[src/design/odo_pkg.sv]
// types, constants and tables for the differential drive odometry block
`timescale 1ns / 1ps
package odo_pkg;

  localparam int ANGLE_BITS_DEF   = 32;
  localparam int CORDIC_STEPS_DEF = 24;

  localparam int INC_W   = 24;
  localparam int ACC_W   = 32;
  localparam int POS_W   = 40;
  localparam int ANG_W   = 32;
  localparam int ITW_W   = 24;
  localparam int RATE_W  = 32;
  localparam int P_W     = 58;
  localparam int P_LO_W  = 29;
  localparam int CORD_W  = 34;

  localparam logic [ITW_W-1:0] ITW_RESET      = 24'd436907;
  localparam logic [29:0]      RAD_TO_TURN    = 30'd683565276;
  localparam logic [29:0]      RAD_TO_HALF    = 30'd341782638;
  localparam logic [29:0]      GAIN_Q30       = 30'd652032874;
  localparam logic [ANG_W-1:0] QUARTER_TURN   = 32'h4000_0000;
  localparam logic [ANG_W-1:0] HALF_TURN      = 32'h8000_0000;

  typedef enum logic [1:0] {
    MODE_ACCUM = 2'd0,
    MODE_INTEG = 2'd1,
    MODE_INIT  = 2'd2,
    MODE_NOP   = 2'd3
  } odo_mode_t;

  typedef enum logic [3:0] {
    ST_IDLE, ST_DECODE, ST_ACC, ST_CLEAR, ST_PMUL, ST_PLO, ST_PHI,
    ST_GAIN, ST_QUAD, ST_CORDIC, ST_UPDATE, ST_RATE, ST_OUT
  } odo_state_t;

  typedef enum logic [3:0] {
    OP_NONE, OP_LOAD, OP_ACC, OP_CLEAR, OP_PMUL, OP_PLO, OP_PHI,
    OP_GAIN, OP_QUAD, OP_STEP, OP_UPDATE, OP_RATE, OP_OUT
  } odo_op_t;

  typedef struct packed {
    odo_op_t op;
  } odo_cmd_t;

  typedef struct packed {
    odo_mode_t mode;
    logic      cordic_last;
    logic      out_free;
  } odo_sts_t;

  // arctangent of 2^-i in binary-angle units
  function automatic logic [ANG_W-1:0] atan_entry(input logic [4:0] idx);
    logic [ANG_W-1:0] v;
    unique case (idx)
      5'd0:  v = 32'h20000000;  5'd1:  v = 32'h12E4051E;
      5'd2:  v = 32'h09FB385B;  5'd3:  v = 32'h051111D4;
      5'd4:  v = 32'h028B0D43;  5'd5:  v = 32'h0145D7E1;
      5'd6:  v = 32'h00A2F61E;  5'd7:  v = 32'h00517C55;
      5'd8:  v = 32'h0028BE53;  5'd9:  v = 32'h00145F2F;
      5'd10: v = 32'h000A2F98;  5'd11: v = 32'h000517CC;
      5'd12: v = 32'h00028BE6;  5'd13: v = 32'h000145F3;
      5'd14: v = 32'h0000A2FA;  5'd15: v = 32'h0000517D;
      5'd16: v = 32'h000028BE;  5'd17: v = 32'h0000145F;
      5'd18: v = 32'h00000A30;  5'd19: v = 32'h00000518;
      5'd20: v = 32'h0000028C;  5'd21: v = 32'h00000146;
      5'd22: v = 32'h000000A3;  5'd23: v = 32'h00000051;
      5'd24: v = 32'h00000029;  5'd25: v = 32'h00000014;
      5'd26: v = 32'h0000000A;  5'd27: v = 32'h00000005;
      5'd28: v = 32'h00000003;  5'd29: v = 32'h00000001;
      5'd30: v = 32'h00000001;  5'd31: v = 32'h00000000;
      default: v = 32'h00000000;
    endcase
    return v;
  endfunction

  // saturate a 33-bit sum to 32 bits
  function automatic logic signed [ACC_W-1:0] sat_acc(input logic signed [ACC_W:0] v);
    logic signed [ACC_W-1:0] r;
    if (v[ACC_W] != v[ACC_W-1]) begin
      r = v[ACC_W] ? {1'b1, {(ACC_W-1){1'b0}}} : {1'b0, {(ACC_W-1){1'b1}}};
    end else begin
      r = v[ACC_W-1:0];
    end
    return r;
  endfunction

  // saturate a 41-bit sum to 40 bits
  function automatic logic signed [POS_W-1:0] sat_pos(input logic signed [POS_W:0] v);
    logic signed [POS_W-1:0] r;
    if (v[POS_W] != v[POS_W-1]) begin
      r = v[POS_W] ? {1'b1, {(POS_W-1){1'b0}}} : {1'b0, {(POS_W-1){1'b1}}};
    end else begin
      r = v[POS_W-1:0];
    end
    return r;
  endfunction

endpackage

[src/design/odo_ctrl.sv]
// sequencer for the odometry datapath
`timescale 1ns / 1ps
module odo_ctrl import odo_pkg::*; (
  input  logic     clk,
  input  logic     rst,
  input  logic     in_valid,
  output logic     in_ready,
  input  odo_sts_t sts,
  output odo_cmd_t cmd
);

  odo_state_t state, state_next;

  // state register
  always_ff @(posedge clk) begin
    if (rst) begin
      state <= ST_IDLE;
    end else begin
      state <= state_next;
    end
  end

  // next state
  always_comb begin
    state_next = state;
    unique case (state)
      ST_IDLE:   if (in_valid) state_next = ST_DECODE;
      ST_DECODE: begin
        unique case (sts.mode)
          MODE_ACCUM: state_next = ST_ACC;
          MODE_INTEG: state_next = ST_PMUL;
          MODE_INIT:  state_next = ST_CLEAR;
          MODE_NOP:   state_next = ST_RATE;
        endcase
      end
      ST_ACC:    state_next = ST_RATE;
      ST_CLEAR:  state_next = ST_RATE;
      ST_PMUL:   state_next = ST_PLO;
      ST_PLO:    state_next = ST_PHI;
      ST_PHI:    state_next = ST_GAIN;
      ST_GAIN:   state_next = ST_QUAD;
      ST_QUAD:   state_next = ST_CORDIC;
      ST_CORDIC: if (sts.cordic_last) state_next = ST_UPDATE;
      ST_UPDATE: state_next = ST_RATE;
      ST_RATE:   state_next = ST_OUT;
      ST_OUT:    if (sts.out_free) state_next = ST_IDLE;
      default:   state_next = ST_IDLE;
    endcase
  end

  // datapath commands
  always_comb begin
    cmd.op   = OP_NONE;
    in_ready = 1'b0;
    unique case (state)
      ST_IDLE: begin
        in_ready = 1'b1;
        if (in_valid) cmd.op = OP_LOAD;
      end
      ST_DECODE: cmd.op = OP_NONE;
      ST_ACC:    cmd.op = OP_ACC;
      ST_CLEAR:  cmd.op = OP_CLEAR;
      ST_PMUL:   cmd.op = OP_PMUL;
      ST_PLO:    cmd.op = OP_PLO;
      ST_PHI:    cmd.op = OP_PHI;
      ST_GAIN:   cmd.op = OP_GAIN;
      ST_QUAD:   cmd.op = OP_QUAD;
      ST_CORDIC: cmd.op = OP_STEP;
      ST_UPDATE: cmd.op = OP_UPDATE;
      ST_RATE:   cmd.op = OP_RATE;
      ST_OUT:    if (sts.out_free) cmd.op = OP_OUT;
      default:   cmd.op = OP_NONE;
    endcase
  end

endmodule

[config.mk]
export PLATFORM = sky130hd
export DESIGN_NAME = odo_ctrl
export DESIGN_NICKNAME = d
export VERILOG_FILES = /design/src/design/odo_pkg.sv /design/src/design/odo_ctrl.sv
export SDC_FILE = /design/constraint.sdc
export NUM_CORES = 1
export LEC_CHECK = 0
export BUFFER_PORTS_ARGS = -buffer_cell sky130_fd_sc_hd__clkbuf_2
export CAP_MARGIN = 20
export CORE_AREA = 2 2 39 41
export CTS_CLUSTER_DIAMETER = 150
export CTS_CLUSTER_SIZE = 40
export DETAILED_ROUTE_END_ITERATION = 12
export DIE_AREA = 0 0 41 43
export GPL_ROUTABILITY_DRIVEN = 0
export SYNTH_ARGS = -nofsm -noshare
export SYNTH_HDL_FRONTEND = slang
export SYNTH_SLANG_ARGS = --single-unit
export TNS_END_PERCENT = 10
[constraint.sdc]
create_clock -name clk -period 0.9 [get_ports clk]
set_input_delay 0.18 -clock clk [delete_from_list [all_inputs] [get_ports clk]]
set_output_delay 0.18 -clock clk [all_outputs]
set_load 0.02 [all_outputs]
; ---- Yosys cells after proc, flatten, opt, wreduce, memory -nomap -nowiden
; Cells that the tools add are included.
[op_classes]
n_eq_ne = 18
mux = 9
reduce_logical = 4
[op_table]
columns = cell, n
row1 = 4-bit case mux with 12 select lines, 1
row2 = 4-bit case mux with 11 select lines, 1
row3 = "4-bit == test, second input constant", 5
row4 = "4-bit by 3-bit == test with 1-bit output, second input constant", 4
row5 = 4-bit 2-to-1 mux, 4
row6 = 4-bit case mux with 4 select lines, 1
row7 = "4-bit by 2-bit == test with 1-bit output, second input constant", 2
row8 = "2-bit != test, second input constant", 3
row9 = "2-bit == test, second input constant", 2
row10 = "4-bit by 1-bit == test with 1-bit output, second input constant", 1
row11 = 4-bit logical NOT, 1
row12 = 3-bit AND reduction, 1
row13 = 3-bit OR reduction, 1
row14 = "2-bit by 1-bit == test with 1-bit output, second input constant", 1
row15 = 2-bit logical NOT, 1
row16 = 1-bit 2-to-1 mux, 2
[word_totals]
ff_bits = 4
output_inout_bits = 5
wordCells = 32

; ---- Logic depth before layout (Yosys ltp)
; Gate-level depths: netlist of the first run.
[depth]
depth_word = 3
mapped_depth = 5
ltp_nobuf = 4

; ---- Worst setup path before layout of the first run
; OpenSTA, ideal clock, no wires.
[synth_path]
path_kind = reg-to-output
from = reg state[1]
to = out cmd[2] (netlist name)
arrival_ns = 1.153
required_ns = 0.720
path_slack_ns = -0.433
stages_incl_launch_ff = 5
path_cell_list = dfxtp_1 buf_2 nor2_2 nand2_1 a21boi_0
[synth_rtl]
columns = element, line_no
row1 = from (decl), odo_ctrl.sv:12  ; odo_state_t state, state_next;
row2 = from (signal assigned), odo_ctrl.sv:19  ; state <= state_next;
row3 = to (decl), odo_ctrl.sv:9  ; output odo_cmd_t cmd

==> metrics.yaml, run 1 <==
timing:
  period_share_pct: 146.3
  max-slew-margin-rel_pct: 85.15
  slew_violations: 0
  fmax_mhz: 759.3
  fin_skew_ps: 6.928
  layout_setup_ws_ps: -416.9
  finalHoldViolCount: 0
  rsz0062_at_grt: "true"
  fin_crit_ps: 1317
  worst_slew_pin_slew_ps: 220.7
  setup_tns_ps: -3067
  setup_viol: 9
cells_and_area:
  regArea_um2: 95.09
  final_area_um2: 665.6
  fin_nets: 84
  n_antenna_cell: 0
  synthToLayoutAreaGrowth_pct: 77.33
  largest_reg_flops: 4
  biggestRegsByFlops: "state x4"
  regMostFlops: "state"
  multi_input_area_um2: 302.8
  post_route_cells_drive_above_1_share_pct: 66.67
  fill_cells: 130
placed_design:
  preCtsSetupSlack_ps: -265.1
  placed_area_um2: 525.5
  portBuffers: 11
  detailed_place_hpwl_um: 755
clocking:
  h-tree-depth: 1
  root_buffer: "clkbuf_4"
  holdBufCountCts: 0
  path_clk_slew_ps: 40
  clockBufferDepth: 2
  cts_sinks: 4
  cts_tree: "done"
  insertion_delay_ps: 240
  numCtsBuffers: 3
worst_setup_path:
  crit_fanout: 6
  startpoint_type: "flop"
  path_cells: "nor3_4 -> a22oi_2 -> o21ai_2 -> clkbuf_8"
  required_ps: 720
  endpoint_kind: "output port"
  worstPathBufferInverterCount: 1
  cp_slowest_cell: "dfxtp_4"
  cp_slowest_stage_delay_ps: 370
  path_class: "reg -> out"
  cp.arrival_ps: 1140
  path_delay_family: "flip-flops"
synthesis:
  syn-num-nets: 57
  async_reset_ff_share_pct: 0
  synth-edff-count: 0
  synth_top_area_cell: "dfxtp_1"
  yosysMostFrequentCell: "nor2_1"
  synth.area.top_cells: "dfxtp_1 21%, a21oi_1 6.7%, nor3b_2 6.7%"
  synthCells: 50
  synthTopCellsByCount: "6 x nor2_1, 5 x a21oi_1, 4 x dfxtp_1"
  synth.ff_latch_count: 4
  synth_cell_types: 26
  avgSynthCellArea_um2: 7.507
  syn_area_um2: 375.4
  yosysWarningCount: 0
  synth_top_area_share_pct: 21.33
  synth_flop_cell: "dfxtp_1"
  yosysSeqAreaShare_pct: 21.33
global_routing:
  grt_usage_pct: 14.36
  grt_pass1_wl_mm: 1.718
  first_global_vias: 442
  antenna_found_initial: 0
  grt_max_degree: 13
  grt_overflow_total: 0
floorplanning:
  chipWidth_um: 41
  placementRows: 14
  die_height_um: 43
  core_area_um2: 1384
  ioPinCount: 12
  die_area_um2: 1763
  start_util_pct: 27.12
run_status:
  violations: "setup timing"
  status: "complete, but fails checks"
route:
  drt_wl_total_mm: 1.086
  wl_per_cell_um: 11.93
  dr.first_iter.drc_count: 8
  vias: 444
  via_per_inst: 4.879
  ant_nets: 0
  drc: 0
  first_pass_iters: 2
hold_path:
  hp-class: "in -> reg"
pwr:
  power_density_nw_per_um2: 4137
  ir_drop_mv: 1.352
  leakagePower_nw: 0.2940
  p_total_w: 0.002754
job:
  cap_viol_max_count: 0
## layout make-up
class / instances / area share [%]
Multi-Input combinational cell: 38 / 45.49
Timing Repair Buffer: 26 / 31.20
Sequential cell: 4 / 14.29
Clock buffer: 3 / 3.383
Tap cell: 16 / 3.008
Inverter: 4 / 2.632
## repair_timing
item,in CTS,in global routing
setup endpoints to repair,9,9
gates resized for setup,25,4
pin swaps,9,2
buffers inserted,2,1
## where the power goes
part	total [W]	switching [W]	internal [W]
logic	0.00197	0.000913	0.00106
registers	0.000558	0.000240	0.000317
clock network	0.000222	0.0000726	0.000149
## path summary, 6_finish.rpt
check / startpoint / endpoint / slack [ps] / depth (start not counted)
setup reg to reg: state[2] / state[0] / -330 / 6
setup / recovery: state[1] / cmd[0] / -420 / 4
hold reg to reg: state[3] / state[2] / 630 / 2
hold / removal: rst / state[2] / 160 / 2
## layer usage
metal / share of wire (%) / track usage, % / vias up
met5: 0 / 0 / -
met1: 42 / 14.15 / 198
met3: 4.6 / 6.283 / 0
li1: - / - / 233
met2: 53 / 25.31 / 13
met4: 0 / 4.000 / 0
## through the flow
stage                     util [%]  instances  hold slack [ps]
after CTS                    46.65         90            155.2
after floorplan                  -         50            237.3
after global routing         48.10         91            165.9
final                        48.10         91            156.7
after global placement       37.97         85            394.2
after detailed placement     37.97         85            397.4
## cells in the final DEF (no fill, tap or decap), types with 3 or more instances in the layout
master and n:
clkbuf_2 6, a21oi_1 4, clkbuf_8 3, o21ai_2 3, dfxtp_4 4, inv_1 3, nor2_1 5, buf_4 13
clkbuf_4 4
## cell families after synthesis
family          after synthesis  share of synthesized area (%)
simple gates                 16                          23.67
flops                         4                          21.33
buf+inv                       8                          13.33
compound gates               22                          41.67
(Power assumes the default switching activity.)
==> run 2: changes to the inputs <==
Settings changed: ABC_AREA set to 1.
==> run 2 against run 1 <==
Net effect:
- fmax rose by 0.99%
- utilization down 5.1 points
- highest routed layer unchanged
- critical path depth up 2
- clock-buffer cell count stayed put
- clock power hardly changed
- global-route usage is 1.7 points lower
- largest cell class unchanged
- the flow still finishes with violations (setup timing)
==> metrics.yaml, run 2 <==
global_routing:
  grt_max_degree: 7  # -6
  grt_pass1_wl_mm: 1.504  # -12%
  grt_overflow_total: 0  # unchanged
  antenna_found_initial: 0  # unchanged
  first_global_vias: 401  # -9.3%
  grt_usage_pct: 12.63  # -1.7 points
timing:
  max-slew-margin-rel_pct: 83.87  # -1.3 points
  finalHoldViolCount: 0  # unchanged
  fin_skew_ps: 2.644  # -4.284 ps
  fmax_mhz: 766.8  # +0.99%
  setup_viol: 9  # unchanged
  worst_slew_pin_slew_ps: 239.5  # +18.75 ps
  slew_violations: 0  # unchanged
  period_share_pct: 144.9  # -1.4 points
  whs_ps: 156.0  # -0.7590 ps
  fin_crit_ps: 1304  # -12.84 ps
  layout_setup_ws_ps: -404.1  # +12.84 ps
  rsz0062_at_grt: "true"
synthesis:
  avgSynthCellArea_um2: 5.702  # -24%
  syn-num-nets: 68  # +19%
  synth_top_area_cell: "dfxtp_1"
  synth_flop_cell: "dfxtp_1"
  synth_cell_types: 15  # -42%
  synth-edff-count: 0  # unchanged
  syn_area_um2: 347.8  # -7.3%
  yosysSeqAreaShare_pct: 23.02  # +1.7 points
  yosysWarningCount: 0  # unchanged
  synthTopCellsByCount: "13 x nand2_1, 11 x inv_1, 9 x nor2_1"
  synthXorXnorAreaFrac_pct: 0  # unchanged
  synth_top_family_by_area: "simple AND/OR/NAND/NOR gates"
  synthCells: 61  # +22%
  synthMuxAreaShare_pct: 0  # unchanged
  synth.area.top_cells: "dfxtp_1 23%, nand2_1 14%, inv_1 12%"
  synth-simple-area-share_pct: 57.19  # +34 points
  synth_top_area_share_pct: 23.02  # +1.7 points
  async_reset_ff_share_pct: 0  # unchanged
  synth_compound_area_share_pct: 5.755  # -36 points
  synth_adder_area_share_pct: 0  # unchanged
  yosysMostFrequentCell: "nand2_1"
  synth.ff_latch_count: 4  # unchanged
floorplanning:
  die_area_um2: 1763  # unchanged
  chipWidth_um: 41  # unchanged
  core_area_um2: 1384  # unchanged
  die_height_um: 43  # unchanged
  ioPinCount: 12  # unchanged
  start_util_pct: 25.14  # -2.0 points
  placementRows: 14  # unchanged
cells_and_area:
  post_route_cells_drive_above_1_share_pct: 52.38  # -14 points
  mostFrequentLayoutCells: "12 x buf_4, 11 x nand2_1, 10 x inv_1, 6 x nor2_1, 6 x clkbuf_2"
  n_antenna_cell: 0  # unchanged
  synthToLayoutAreaGrowth_pct: 71.22
  fin_nets: 93  # +11%
  fill_cells: 157  # +21%
  largest_reg_flops: 4  # unchanged
  regMostFlops: "state"
  final_util_pct: 43.04  # -5.1 points
  layout_commonest_cell: "buf_4"
  biggestRegsByFlops: "state x4"
pwr:
  leakagePower_nw: 0.3385  # +15%
  power_density_nw_per_um2: 3239  # -22%
  ir_drop_mv: 1.261  # -6.8%
route:
  ant_nets: 0  # unchanged
  dr.first_iter.drc_count: 2  # -6
  via_per_inst: 4.610  # -5.5%
  drc: 0  # unchanged
  drt_wl_total_mm: 1.003  # -7.6%
  wl_per_cell_um: 10.03  # -16%
  vias: 461  # +3.8%
  first_pass_iters: 2  # unchanged
worst_setup_path:
  r2r-end: "state[3]"
  crit_fanout: 6  # unchanged
  reg2reg_slack_ps: -320  # about the same
  startpoint_type: "flop"
  path_common_cell: "nor2_4"
  cp_slowest_stage_delay_ps: 370  # about the same
  path_class: "reg -> out"
  worstPathBufferInverterCount: 1  # unchanged
  reg2reg_depth: 8  # +2
  path_depth: 6  # +2
  cp_slowest_cell: "dfxtp_4"
  critPathCapture: "cmd[0]"
  path_delay_family: "simple AND/OR/NAND/NOR gates"
  path_cells: "nor2_4 -> nand2_4 -> nor2_4 -> nand2_1 -> nand2_2 -> buf_8"
  timing.rr.start: "state[3]"
  required_ps: 720  # about the same
  cp.arrival_ps: 1120  # -20 ps
  endpoint_kind: "output port"
  startpoint: "state[3]"
clocking:
  path_clk_slew_ps: 40  # about the same
  root_buffer: "clkbuf_4"
  cts_tree: "done"
  cts_sinks: 4  # unchanged
  clockBufferDepth: 2  # unchanged
  numCtsBuffers: 3  # unchanged
  insertion_delay_ps: 230  # about the same
  holdBufCountCts: 0  # unchanged
  h-tree-depth: 1  # unchanged
run_status:
  violations: "setup timing"
  status: "complete, but fails checks"
job:
  cap_viol_max_count: 0  # unchanged
hold_path:
  min_path_cells: 2  # unchanged
  hp-class: "in -> reg"
placed_design:
  preCtsSetupSlack_ps: -242.6  # +22.54 ps
  detailed_place_hpwl_um: 733.8  # -2.8%
  portBuffers: 11  # unchanged
## run 2: power by group
part           internal, W  total (W)  switching, W
registers         0.000263   0.000380      0.000116
clock network     0.000149   0.000222     0.0000729
logic             0.000646    0.00133      0.000681
total              0.00106    0.00193      0.000871
## run 2: area by class of cell
class,instances,area [µm²],area share [%]
Clock buffer,3,22.52,3.782
Inverter,13,51.30,8.613
Multi-Input combinational cell,44,266.5,44.75
Sequential cell,4,92.59,15.55
Tap cell,16,20.02,3.361
Timing Repair Buffer,20,142.6,23.95
## run 2: per-layer routing
metal / share of wire, % / up-vias / global-route usage (%)
met3: 2.0 / 0 / 1.571
li1: - / 240 / -
met1: 37 / 216 / 12.46
met5: 0 / - / 0
met4: 0 / 0 / 8.000
met2: 61 / 5 / 22.50
## run 2: kinds of logic (layout without fill, tap and decap cells)
kind of cell	Yosys count	in the layout
DFF	4	4
and+or+nand+nor	40	40
AOI/OAI and AO/OA	4	4
buffers and inverters	13	36
## run 2: timing repair
item,CTS,global route
cloned,0,0
endpoints found under the setup margin,9,9
pin swaps,11,5
resized for setup,13,11
setup buffers,3,1
## run 2: through the flow
stage | setup TNS (ps) | cell area (µm²) | cells | power [W]
2_1_floorplan | -820.6 | 367.9 | 61 | 0.001021
3_3_place_gp | -1443 | 480.5 | 93 | 0.001326
3_5_place_dp | -1525 | 480.5 | 93 | 0.001342
4_1_cts | -2667 | 561.8 | 99 | 0.001797
5_1_grt | -3288 | 595.6 | 100 | 0.002084
6_report | -2686 | 595.6 | 100 | 0.001929
## run 2: worst min-delay path by stage
stage	startpoint	endpoint	slack, ps
after global placement	rst	state[3]	400
after global routing	rst	state[0]	160
final	rst	state[3]	160
after CTS	rst	state[3]	150
after detailed placement	rst	state[3]	390
after floorplan	rst	state[3]	240
==> run 3: changes to the inputs <==
Settings changed: CORE_AREA 2 2 39 41 to 5 5 42 44, DIE_AREA 0 0 41 43 to 0 0 47 49.
==> run 3 against run 2 <==
Net effect:
- the run still ends with setup timing left
- sequential power is 1% higher
- power is 1.1% higher
- largest cell class unchanged
- first-iteration DRC count grew to 3.0 times the previous value
- global-route usage is 1.8 points lower
- wire length is 3.7% higher
- critical path type unchanged
- highest routed layer is now met4
- sequential cell count stayed put
==> metrics.yaml, run 3 (synthesis results as in run 2) <==
timing:
  rsz0062_at_grt: "true"
  period_share_pct: 146.7  # +1.8 points
  max-slew-margin-rel_pct: 81.96  # -1.9 points
  worst_slew_pin_slew_ps: 267.7  # +28.29 ps
  finalHoldViolCount: 0  # unchanged
  layout_setup_ws_ps: -420.5  # -16.43 ps
  fin_crit_ps: 1321  # +16.43 ps
  setup_viol: 9  # unchanged
  slew_violations: 0  # unchanged
  fmax_mhz: 757.3  # -1.2%
  whs_ps: 152.0  # -3.962 ps
  fin_skew_ps: 5.642  # +2.998 ps
clocking:
  cts_tree: "done"
  holdBufCountCts: 0  # unchanged
  root_buffer: "clkbuf_4"
  h-tree-depth: 1  # unchanged
  insertion_delay_ps: 240  # about the same
  numCtsBuffers: 3  # unchanged
  path_clk_slew_ps: 40  # about the same
  cts_sinks: 4  # unchanged
  clockBufferDepth: 2  # unchanged
worst_setup_path:
  worstPathBufferInverterCount: 1  # unchanged
  path_cells: "nor2_4 -> nand2_4 -> nor2_4 -> nand2_2 -> nand2_2 -> buf_8"
  crit_fanout: 5  # -1
  cp_slowest_cell: "dfxtp_4"
  path_class: "reg -> out"
  cp.arrival_ps: 1140  # +20 ps
  startpoint_type: "flop"
  endpoint_kind: "output port"
  cp_slowest_stage_delay_ps: 360  # about the same
  timing.rr.start: "state[1]"
  reg2reg_depth: 7  # -1
  required_ps: 720  # about the same
  path_delay_family: "simple AND/OR/NAND/NOR gates"
  reg2reg_slack_ps: -230  # +90 ps
  r2r-end: "state[0]"
cells_and_area:
  fin_nets: 94  # +1.1%
  multi_input_area_um2: 256.5  # -3.8%
  regMostFlops: "state"
  layout_commonest_cell: "buf_4"
  fill_cells: 153  # -2.5%
  n_antenna_cell: 0  # unchanged
  regArea_um2: 95.09  # +2.7%
  biggestRegsByFlops: "state x4"
  synthToLayoutAreaGrowth_pct: 73.38
  mostFrequentLayoutCells: "11 x buf_4, 10 x inv_1, 10 x nand2_1, 7 x nand3_1, 7 x nor2_1"
  post_route_cells_drive_above_1_share_pct: 50.59  # -1.8 points
  largest_reg_flops: 4  # unchanged
route:
  ant_nets: 0  # unchanged
  vias: 451  # -2.2%
  wl_per_cell_um: 10.30  # +2.7%
  drt_wl_total_mm: 1.040  # +3.7%
  dr.first_iter.drc_count: 6  # +4
  first_pass_iters: 4  # +2
  drc: 0  # unchanged
  via_per_inst: 4.465  # -3.1%
global_routing:
  first_global_vias: 450  # +12%
  grt_pass1_wl_mm: 1.821  # +21%
  grt_max_degree: 7  # unchanged
  grt_usage_pct: 10.85  # -1.8 points
  grt_overflow_total: 0  # unchanged
  antenna_found_initial: 0  # unchanged
floorplanning:
  die_area_um2: 2303  # +31%
  core_area_um2: 1401  # +1.3%
  die_height_um: 49  # +14%
  chipWidth_um: 47  # +15%
  placementRows: 14  # unchanged
  ioPinCount: 12  # unchanged
  start_util_pct: 24.82  # -0.31 points
hold_path:
  hp-class: "in -> reg"
  min_path_cells: 2  # unchanged
  holdPathEnd: "state[1]"
  worstHoldStart: "rst"
pwr:
  leakagePower_nw: 0.3330  # -1.6%
  p_total_w: 0.001950  # +1.1%
  ir_drop_mv: 1.460  # +16%
  power_density_nw_per_um2: 3234  # -0.17%
run_status:
  violations: "setup timing"
  status: "complete, but fails checks"
placed_design:
  portBuffers: 11  # unchanged
  detailed_place_hpwl_um: 746.6  # +1.7%
job:
  cap_viol_max_count: 0  # unchanged
[run 3: changes by cell type in the layout (fill, tap and decap cells not counted), moves of 2 or more]
cell     before  now
nand3_2       4    2
nand2_2       1    3
nand3_1       5    7
nor2_2        3    1
[run 3: timing repair]
action / in CTS / in global routing
gates resized for setup: 14 / 9
pin swaps: 11 / 5
setup endpoints to repair: 9 / 9
setup buffers: 2 / 2
[run 3: how the worst max path moves through the flow]
stage,from,end,slack [ps],depth (start not counted)
global placement,state[3],cmd[0],-230,6
detailed placement,state[3],cmd[0],-230,6
CTS,state[2],cmd[0],-430,6
finish,state[3],cmd[0],-420,6
global route,state[3],cmd[0],-490,6
floorplan,state[3],cmd[0],-230,5
[run 3: layout make-up]
type                            instances  area share, %
Multi-Input combinational cell         44          42.53
Timing Repair Buffer                   21          26.56
Sequential cell                         4          15.77
Inverter                               13          8.091
Clock buffer                            3          3.734
Tap cell                               16          3.320
[run 3: metrics by stage]
step / utilization [%] / setup TNS [ps] / setup WS [ps] / instance area (µm²) / std cells
final: 43.04 / -2636 / -420.5 / 603.1 / 101
after global placement: 34.82 / -1374 / -225.3 / 488.0 / 94
after CTS: 40.27 / -2560 / -425.2 / 564.3 / 99
after floorplan: - / -820.6 / -226.0 / 367.9 / 61
after global routing: 43.04 / -3335 / -490.7 / 603.1 / 101
after detailed placement: 34.82 / -1399 / -229.7 / 488.0 / 94
[run 3: per-layer routing]
| layer | track usage (%) | share of wire [%] | vias up | routed length, µm |
|---|---|---|---|---|
| met5 | 0 | 0 | - | 0 |
| li1 | - | - | 240 | - |
| met2 | 18.55 | 56 | 8 | 583 |
| met1 | 11.89 | 40 | 201 | 411 |
| met3 | 3.321 | 2.9 | 2 | 30 |
| met4 | 4.147 | 1.3 | 0 | 14 |
[run 3: power by group]
part	leakage, nW	internal, W	switching, W
Combinational	0.284	0.000665	0.000675
Clock	0.0138	0.000149	0.0000758
Sequential	0.0356	0.000270	0.000114
Total	0.333	0.00108	0.000866
